## src/design/ambs_pkg.sv

```systemverilog
`timescale 1ns / 1ps
// ----------------------------------------------------------------------------
// ambs_pkg
// Shared widths, constants and controller/datapath interface types for the
// adaptive maximum binary-tree size selection unit.
// ----------------------------------------------------------------------------
package ambs_pkg;

    localparam int NUM_LAYERS_DEFAULT = 8;

    localparam int TL_W   = 3;
    localparam int AREA_W = 15;
    localparam int POC_W  = 32;
    localparam int SUM_W  = 48;
    localparam int CNT_W  = 32;
    localparam int LIM_W  = 16;
    localparam int SIZE_W = 8;
    localparam int CFG_W  = 16;
    localparam int CFG_IDX_W = 2;

    localparam int S_TDATA_W = 56;
    localparam int M_TDATA_W = 8;

    localparam logic CMD_ACCUMULATE = 1'b0;
    localparam logic CMD_DECIDE     = 1'b1;

    localparam logic [CFG_IDX_W-1:0] REG_SMALL_LIMIT = 2'd0;
    localparam logic [CFG_IDX_W-1:0] REG_MID_LIMIT   = 2'd1;
    localparam logic [CFG_IDX_W-1:0] REG_CTU_SIZE    = 2'd2;
    localparam logic [CFG_IDX_W-1:0] REG_MAX_BT_CAP  = 2'd3;

    localparam logic [LIM_W-1:0]  SMALL_LIMIT_RESET = 16'd225;
    localparam logic [LIM_W-1:0]  MID_LIMIT_RESET   = 16'd900;
    localparam logic [SIZE_W-1:0] SIZE_32  = 8'd32;
    localparam logic [SIZE_W-1:0] SIZE_64  = 8'd64;
    localparam logic [SIZE_W-1:0] SIZE_128 = 8'd128;

    typedef struct packed {
        logic latch_in;
        logic accumulate;
        logic irap_update;
        logic check_reset;
        logic load_layer;
        logic mul_small;
        logic mul_mid;
        logic emit;
    } ambs_cmd_t;

    typedef struct packed {
        logic command;
        logic is_irap;
        logic cnt_nonzero;
        logic out_free;
    } ambs_status_t;

endpackage

```

## src/design/ambs_ctrl.sv

```systemverilog
`timescale 1ns / 1ps
// ----------------------------------------------------------------------------
// ambs_ctrl
// Controller state machine that sequences one request through the datapath.
// ----------------------------------------------------------------------------
module ambs_ctrl
    import ambs_pkg::*;
(
    input  logic         aclk,
    input  logic         aresetn,
    input  logic         s_tvalid,
    output logic         s_tready,
    input  ambs_status_t sts,
    output ambs_cmd_t    cmd
);

    localparam logic [2:0] S_IDLE      = 3'd0;
    localparam logic [2:0] S_ACC       = 3'd1;
    localparam logic [2:0] S_IRAP      = 3'd2;
    localparam logic [2:0] S_CHECK     = 3'd3;
    localparam logic [2:0] S_LOAD      = 3'd4;
    localparam logic [2:0] S_MUL_SMALL = 3'd5;
    localparam logic [2:0] S_MUL_MID   = 3'd6;
    localparam logic [2:0] S_EMIT      = 3'd7;

    logic [2:0] state_reg;
    logic [2:0] state_next;

    always_ff @(posedge aclk) begin
        if (!aresetn) begin
            state_reg <= S_IDLE;
        end else begin
            state_reg <= state_next;
        end
    end

    always_comb begin
        state_next = state_reg;
        cmd        = '0;
        s_tready   = 1'b0;
        unique case (state_reg)
            S_IDLE: begin
                s_tready = aresetn;
                if (s_tvalid && aresetn) begin
                    cmd.latch_in = 1'b1;
                    if (sts.command == CMD_ACCUMULATE) begin
                        state_next = S_ACC;
                    end else if (sts.is_irap) begin
                        state_next = S_IRAP;
                    end else begin
                        state_next = S_CHECK;
                    end
                end
            end
            S_ACC: begin
                cmd.accumulate = 1'b1;
                state_next     = S_IDLE;
            end
            S_IRAP: begin
                cmd.irap_update = 1'b1;
                state_next      = S_IDLE;
            end
            S_CHECK: begin
                cmd.check_reset = 1'b1;
                state_next      = S_LOAD;
            end
            S_LOAD: begin
                cmd.load_layer = 1'b1;
                state_next     = sts.cnt_nonzero ? S_MUL_SMALL : S_IDLE;
            end
            S_MUL_SMALL: begin
                cmd.mul_small = 1'b1;
                state_next    = S_MUL_MID;
            end
            S_MUL_MID: begin
                cmd.mul_mid = 1'b1;
                state_next  = S_EMIT;
            end
            S_EMIT: begin
                if (sts.out_free) begin
                    cmd.emit   = 1'b1;
                    state_next = S_IDLE;
                end
            end
            default: begin
                state_next = S_IDLE;
            end
        endcase
    end

endmodule

```

## src/design/ambs_datapath.sv

```systemverilog
`timescale 1ns / 1ps
// ----------------------------------------------------------------------------
// ambs_datapath
// Per-layer area sums and counts, configuration registers, the shared
// threshold multiplier and the output register.
// ----------------------------------------------------------------------------
module ambs_datapath
    import ambs_pkg::*;
#(
    parameter int NUM_LAYERS = NUM_LAYERS_DEFAULT
) (
    input  logic                 aclk,
    input  logic                 aresetn,
    input  logic                 s_tuser,
    input  logic [S_TDATA_W-1:0] s_tdata,
    output logic                 m_tvalid,
    input  logic                 m_tready,
    output logic                 m_tuser,
    output logic [M_TDATA_W-1:0] m_tdata,
    input  logic                 cfg_we,
    input  logic [CFG_IDX_W-1:0] cfg_index,
    input  logic [CFG_W-1:0]     cfg_data,
    input  ambs_cmd_t            cmd,
    output ambs_status_t         sts
);

    localparam int LAYER_W = (NUM_LAYERS > 1) ? $clog2(NUM_LAYERS) : 1;
    localparam int TOP_LAYER = NUM_LAYERS - 1;

    logic [TL_W-1:0]   in_tl;
    logic              in_irap;
    logic [AREA_W-1:0] in_area;
    logic [POC_W-1:0]  in_poc;

    assign in_tl   = s_tdata[TL_W-1:0];
    assign in_irap = s_tdata[TL_W];
    assign in_area = s_tdata[TL_W+AREA_W:TL_W+1];
    assign in_poc  = s_tdata[TL_W+AREA_W+POC_W:TL_W+AREA_W+1];

    logic [LIM_W-1:0]  small_limit_reg;
    logic [LIM_W-1:0]  mid_limit_reg;
    logic [SIZE_W-1:0] ctu_size_reg;
    logic [SIZE_W-1:0] max_bt_cap_reg;

    logic [LAYER_W-1:0] layer_reg;
    logic               irap_reg;
    logic [AREA_W-1:0]  area_reg;
    logic [POC_W-1:0]   poc_reg;

    logic [SUM_W-1:0] area_sum_reg [NUM_LAYERS];
    logic [CNT_W-1:0] block_count_reg [NUM_LAYERS];
    logic             reset_armed_reg;
    logic [POC_W-1:0] last_intra_poc_reg;

    logic [SUM_W-1:0] sum_reg;
    logic [CNT_W-1:0] cnt_reg;
    logic [SUM_W-1:0] prod_reg;
    logic             lt_small_reg;

    logic              m_tvalid_reg;
    logic [SIZE_W-1:0] m_size_reg;

    logic [LAYER_W-1:0] layer_sel;
    logic [SUM_W:0]     sum_add;
    logic [SUM_W-1:0]   sum_sat;
    logic [CNT_W-1:0]   cnt_sat;
    logic               poc_gt;
    logic               clear_all;
    logic [LIM_W-1:0]   mul_op;
    logic [SUM_W-1:0]   mul_prod;
    logic               lt_mid;
    logic [SIZE_W-1:0]  size_pick;
    logic [SIZE_W-1:0]  size_capped;

    assign layer_sel = (32'(in_tl) > 32'(TOP_LAYER)) ? LAYER_W'(TOP_LAYER) : LAYER_W'(in_tl);

    assign sum_add = {1'b0, area_sum_reg[layer_reg]} + (SUM_W+1)'(area_reg);
    assign sum_sat = sum_add[SUM_W] ? '1 : sum_add[SUM_W-1:0];
    assign cnt_sat = (block_count_reg[layer_reg] == '1) ? block_count_reg[layer_reg]
                                                        : block_count_reg[layer_reg] + 1'b1;

    assign poc_gt = $signed(poc_reg) > $signed(last_intra_poc_reg);
    assign clear_all = (cmd.irap_update && reset_armed_reg)
                     || (cmd.check_reset && reset_armed_reg && poc_gt);

    assign mul_op   = cmd.mul_mid ? mid_limit_reg : small_limit_reg;
    assign mul_prod = SUM_W'(mul_op) * SUM_W'(cnt_reg);

    assign lt_mid = sum_reg < prod_reg;

    always_comb begin
        if (lt_small_reg || ctu_size_reg == SIZE_32) begin
            size_pick = SIZE_32;
        end else if (lt_mid || ctu_size_reg == SIZE_64) begin
            size_pick = SIZE_64;
        end else begin
            size_pick = SIZE_128;
        end
        size_capped = (size_pick > max_bt_cap_reg) ? max_bt_cap_reg : size_pick;
    end

    always_ff @(posedge aclk) begin
        if (!aresetn) begin
            small_limit_reg <= SMALL_LIMIT_RESET;
            mid_limit_reg   <= MID_LIMIT_RESET;
            ctu_size_reg    <= SIZE_128;
            max_bt_cap_reg  <= SIZE_128;
        end else if (cfg_we) begin
            unique case (cfg_index)
                REG_SMALL_LIMIT: small_limit_reg <= cfg_data;
                REG_MID_LIMIT:   mid_limit_reg   <= cfg_data;
                REG_CTU_SIZE:    ctu_size_reg    <= cfg_data[SIZE_W-1:0];
                REG_MAX_BT_CAP:  max_bt_cap_reg  <= cfg_data[SIZE_W-1:0];
                default: begin
                end
            endcase
        end
    end

    always_ff @(posedge aclk) begin
        if (cmd.latch_in) begin
            layer_reg <= layer_sel;
            irap_reg  <= in_irap;
            area_reg  <= in_area;
            poc_reg   <= in_poc;
        end
        if (cmd.load_layer) begin
            sum_reg <= area_sum_reg[layer_reg];
            cnt_reg <= block_count_reg[layer_reg];
        end
        if (cmd.mul_small || cmd.mul_mid) begin
            prod_reg <= mul_prod;
        end
        if (cmd.mul_mid) begin
            lt_small_reg <= sum_reg < prod_reg;
        end
        if (cmd.emit) begin
            m_size_reg <= size_capped;
        end
    end

    always_ff @(posedge aclk) begin
        if (!aresetn) begin
            for (int i = 0; i < NUM_LAYERS; i++) begin
                area_sum_reg[i]    <= '0;
                block_count_reg[i] <= '0;
            end
            reset_armed_reg    <= 1'b0;
            last_intra_poc_reg <= '0;
        end else begin
            if (clear_all) begin
                for (int i = 0; i < NUM_LAYERS; i++) begin
                    area_sum_reg[i]    <= '0;
                    block_count_reg[i] <= '0;
                end
            end else if (cmd.accumulate && !irap_reg) begin
                area_sum_reg[layer_reg]    <= sum_sat;
                block_count_reg[layer_reg] <= cnt_sat;
            end else if (cmd.emit) begin
                area_sum_reg[layer_reg]    <= '0;
                block_count_reg[layer_reg] <= '0;
            end
            if (cmd.irap_update) begin
                last_intra_poc_reg <= poc_reg;
                reset_armed_reg    <= 1'b1;
            end else if (cmd.check_reset && reset_armed_reg && poc_gt) begin
                reset_armed_reg <= 1'b0;
            end
        end
    end

    always_ff @(posedge aclk) begin
        if (!aresetn) begin
            m_tvalid_reg <= 1'b0;
        end else if (cmd.emit) begin
            m_tvalid_reg <= 1'b1;
        end else if (m_tready) begin
            m_tvalid_reg <= 1'b0;
        end
    end

    assign m_tvalid = m_tvalid_reg;
    assign m_tuser  = 1'b1;
    assign m_tdata  = m_size_reg;

    assign sts.command     = s_tuser;
    assign sts.is_irap     = in_irap;
    assign sts.cnt_nonzero = block_count_reg[layer_reg] != '0;
    assign sts.out_free    = !m_tvalid_reg || m_tready;

endmodule

```

## src/design/adaptive_max_bt_size_select_unit.sv

```systemverilog
`timescale 1ns / 1ps
// ----------------------------------------------------------------------------
// adaptive_max_bt_size_select_unit
// Per-layer coding-unit area statistics and the choice of the maximum inter
// binary-tree size for each slice.
// ----------------------------------------------------------------------------
// An accumulate request passes through the accumulate state, an IRAP decide through
// the IRAP-update state, a non-IRAP decide for an empty layer through check and load.
// Any other decide goes through check, load, both multiplies and emit, which waits for a
// free output register and presents the result on the master side; the shared threshold
// multiplier is used twice in sequence. Reset clears all layer sums, counts, the pending
// reset and the registers to their defaults; requests are accepted, one at a time, once it ends.
module adaptive_max_bt_size_select_unit
    import ambs_pkg::*;
#(
    parameter int NUM_LAYERS = NUM_LAYERS_DEFAULT
) (
    input  logic                 aclk,
    input  logic                 aresetn,
    input  logic                 s_tvalid,
    output logic                 s_tready,
    input  logic                 s_tuser,   // command
    input  logic [S_TDATA_W-1:0] s_tdata,   // temporal_layer, is_irap, cu_area, poc
    output logic                 m_tvalid,
    input  logic                 m_tready,
    output logic                 m_tuser,   // override_split
    output logic [M_TDATA_W-1:0] m_tdata,   // max_bt_size
    input  logic                 cfg_we,
    input  logic [CFG_IDX_W-1:0] cfg_index,
    input  logic [CFG_W-1:0]     cfg_data
);

    ambs_cmd_t    cmd;
    ambs_status_t sts;

    ambs_ctrl u_ctrl (
        .aclk     (aclk),
        .aresetn  (aresetn),
        .s_tvalid (s_tvalid),
        .s_tready (s_tready),
        .sts      (sts),
        .cmd      (cmd)
    );

    ambs_datapath #(
        .NUM_LAYERS (NUM_LAYERS)
    ) u_datapath (
        .aclk      (aclk),
        .aresetn   (aresetn),
        .s_tuser   (s_tuser),
        .s_tdata   (s_tdata),
        .m_tvalid  (m_tvalid),
        .m_tready  (m_tready),
        .m_tuser   (m_tuser),
        .m_tdata   (m_tdata),
        .cfg_we    (cfg_we),
        .cfg_index (cfg_index),
        .cfg_data  (cfg_data),
        .cmd       (cmd),
        .sts       (sts)
    );

endmodule
```

## config.mk

```make
export PLATFORM = sky130hd
export DESIGN_NAME = adaptive_max_bt_size_select_unit
export DESIGN_NICKNAME = d
export VERILOG_FILES = /design/src/design/ambs_pkg.sv /design/src/design/ambs_ctrl.sv /design/src/design/ambs_datapath.sv /design/src/design/adaptive_max_bt_size_select_unit.sv
export SDC_FILE = /design/constraint.sdc
export NUM_CORES = 2
export LEC_CHECK = 0
export BUFFER_PORTS_ARGS = -buffer_cell sky130_fd_sc_hd__buf_2
export CORE_MARGIN = 2
export CORE_UTILIZATION = 58
export CTS_CLUSTER_DIAMETER = 80
export DETAILED_ROUTE_END_ITERATION = 6
export GPL_ROUTABILITY_DRIVEN = 0
export PLACE_DENSITY = 0.77
export SKIP_CTS_REPAIR_TIMING = 1
export SLEW_MARGIN = 20
export SYNTH_ARGS = -nofsm -noshare
export SYNTH_HDL_FRONTEND = slang
export SYNTH_HIERARCHICAL = 1
export SYNTH_SLANG_ARGS = --single-unit
```

## constraint.sdc

```tcl
create_clock -name aclk -period 6.9 [get_ports aclk]
set_input_delay 0.345 -clock aclk [delete_from_list [all_inputs] [get_ports aclk]]
set_output_delay 0.345 -clock aclk [all_outputs]
set_load 0.02 [all_outputs]
```

==> impl_results.md <==
* Run status: finished with violations
* Failing checks: negative hold slack
* Required @ worst endpoint at 7.38 ns
* Post-synth ARST share at 0%
* Initial antenna violation count at 3
* # rows at approximately 120
* Number of synthesized flops with an enable pin at between 800 and 900
* Clock Latency Late Sink at approximately 0.7 ns
* Routed wire length per instance at ~23 µm
* Max cap viols at 0
* Post-Synth Adder-Cell Area at between 10% and 20%
* Final setup margin at about 0.011 ns
* Syn Area/Cell at around 12 µm²
* Post-Route WL at between 100 and 150 mm
* Horiz. Die Dim at 321 µm
* Area grow syn2layout at 12.4%
* Routed vias at approximately 40,000
* Synth Cell Area at between 0.05 and 0.06 mm²
* Main synth FF type: edfxtp_1
* Max-slew violation count at 0
* CTS tree: built
* Post-Route Utilization at 65.6%
* Multiplexer area fraction after synthesis at roughly 8.3%
* Critical path's slowest cell: fa_1
* Hold WS at -0.0134 ns
* Hold Fails Final Rpt at 8
* Yosys reg bits at roughly 900
* Tot GR Track Use at ~29%
* First-pass GRT wire length at 228 mm
* Die area at roughly 0.10 mm²
* Leak Pwr at 26.4 nW
* Drt first pass iters at 7
* CP endpoint kind: flop
* Library cells used by synthesis at 100
* Number of fill cells in the layout at slightly above 7,000
* Crit path time final at between 6 and 7 ns
* Root buffer cell: clkbuf_16
* Fmax at between 0.1 and 0.15 GHz
* CTS Sinks at approximately 920
* Clock transition at path regs at roughly 0.060 ns
* Syn Inst Count at around 5,000
* DP HPWL at 96.0 mm
* Final net count at 5,936
* Pre-CTS WS at -0.199 ns
* Share of layout cells above drive strength 1 at about 15%
* Buffers added on ports at 84
* Post-synthesis simple-gate area fraction at between 10% and 20%
* Largest net degree at the start of global routing at approximately 120
* Net count after synthesis at around 5,700
* Crit-path most repeated cell: fa_1
* Peak VDD IR at slightly below 0.0003 V
* TritonCTS buffer count at 94
* Antenna-violating nets left at 0
* Max reg flops at around 380
* Iteration-0 DRC Markers at around 4,300
* Hold Path Class: in2reg
* Arr. time, crit path at approximately 7.4 ns
* CP Max Fanout at 15
* # setup viols final at 0
* Vias per cell at about 6.0
* RSZ-0062 raised after global routing: true
* YS warnings at 6
* Initial core utilization at 58.3%
* Period utilisation layout at 99.8%
* Crit start category: flop
* Post-synthesis sequential area ratio at 45.8%
* Worst slew pin tran at around 1.2 ns
* Vias in the first global route at ~40,000
* Clk_skew at around 0.051 ns
* WS Path Type: reg2reg
* Synth Area in Compound Gates at 4.94%
* Power density cells at about 310 mW/mm²
* Largest family of logic cells by synthesized area: adder cells
* Xor/xnor cell area share of the yosys netlist at under 10%
* DR DRC count at 0
* Total grt overflow at 0
* Core Box Area at roughly 0.10 mm²
* I/O pin total at 91
* Total Power at 20.5 mW
* H-tree level count at 3
* Max clock buf depth at 3
* Die Y at about 320 µm
* Crit path largest cell delay at approximately 0.53 ns
* Slew Limit Headroom at 22.2%
worst paths after layout:
check	from	end	slack (ns)	cells past startpoint
hold reg to reg	u_datapath/small_limit_reg[7]	u_datapath/small_limit_reg[7]	0.47	2
hold / removal	cfg_data[7]	u_datapath/small_limit_reg[7]	-0.01	3
setup reg to reg	u_ctrl/state_reg[2]	u_datapath/prod_reg[42]	0.01	28
setup / recovery	u_ctrl/state_reg[2]	u_datapath/prod_reg[42]	0.01	28
logic make-up (layout without fill, tap and decap cells):
kind of cell    Yosys count  in the layout
xor+xnor                 89             89
fa+ha+maj               638            638
buf+inv                 819           1105
other cells               1              3
simple gates           1840           1840
mux                     267            268
compound gates          438            438
flops                   916            916
where the power goes:
part           internal [mW]  switching, mW
clock network           2.95           2.16
logic                   3.73           4.87
registers               6.64          0.169
cell usage in the layout, fill, tap and decap left out, types with 14 or more instances in the layout:
cell and n:
xnor2_1 62, fa_1 405, nor2_2 23, mux4_2 138, o21ai_0 36, o21a_1 18, buf_6 17, dlygate4sd3_1 63
mux2_2 21, ha_1 205, xor2_1 19, buf_12 17, and2_1 210, mux4_1 22, mux2i_1 73, a21o_1 40
nand3_1 73, clkinv_2 19, nor2_1 611, clkinv_1 16, edfxtp_1 828, clkbuf_1 17, nand4_1 54, nand2_1 608
buf_2 84, a21boi_0 41, clkbuf_16 96, a21oi_1 160, nor2b_1 64, buf_4 181, inv_1 553, fa_2 14
nor3_1 35, and3_1 23, dfxtp_1 83
worst max-delay path: cells and delay by family, from the launching register on:
kind,cells,cell delay (ns)
AOI/OAI and AO/OA,6,1.18
adders and majority gates,7,3.29
buffers and inverters,10,1.03
DFF,1,0.33
muxes,1,0.34
and+or+nand+nor,4,0.53
per-layer routing:
layer | wire length, µm | part of all wire (%) | GRT usage [%]
met3 | 14000 | 9.4 | 4.96
met5 | 18 | 0.012 | 0
met4 | 4840 | 3.2 | 10.1
met1 | 57600 | 39 | 39.0
met2 | 72600 | 49 | 47.2
cells in the mapped netlist, drive strengths merged (4+ instances only):
cell         count  area share [%]
a21boi          42            0.54
mux2i           74             1.3
and4             4           0.060
a31oi           13            0.14
nor4            13            0.17
nand2          620             4.0
dfxtp           88             3.0
edfxtp         828              43
nand3b           7           0.090
buf             65            0.92
and3b            5           0.075
or2              6           0.065
o21bai           7           0.090
dlygate4sd1      4           0.060
a21o            40            0.52
nor3            40            0.39
o21a            18            0.23
mux2            33            0.64
a211oi          19            0.28
o2111ai          5           0.075
nor2b           65            0.70
nand2b          13            0.14
o31ai            6           0.077
mux4           160             6.3
xor2            21            0.34
o21ai           46            0.40
nor2           636             4.2
or3             15            0.17
o22ai            4           0.043
and3            29            0.31
a31o             7            0.11
nand3           85            0.80
o31a             4           0.062
o211ai          13            0.17
nor3b           10            0.13
fa             419              14
a21oi          176             1.5
inv            567             3.7
a211o           12            0.18
ha             219             4.7
and2           222             2.4
xnor2           68             1.1
nand4           56            0.62
clkbuf         183             1.2
per-stage QoR:
| step | instances | instance area [µm²] | setup TNS [ns] |
|---|---|---|---|
| finish | 6595 | 65400 | 0 |
| global route | 6595 | 65400 | -1.94 |
| CTS | 6500 | 63900 | -1.54 |
| detailed placement | 6327 | 60700 | -1.24 |
| global placement | 6327 | 60700 | -0.668 |
| floorplan | 5008 | 58300 | 0 |
final cells by class:
type	count	area [µm²]	area share (%)
sequential	916	26600	40.8
clock buffer	113	2440	3.74
tap	1298	1620	2.48
multi-input combinational	3274	28900	44.1
antenna	2	5.00	0.00766
timing repair buffer	365	3010	4.60
clock inverter	60	657	1.00
inverter	567	2140	3.27
Power figures use the tool's default switching activity.
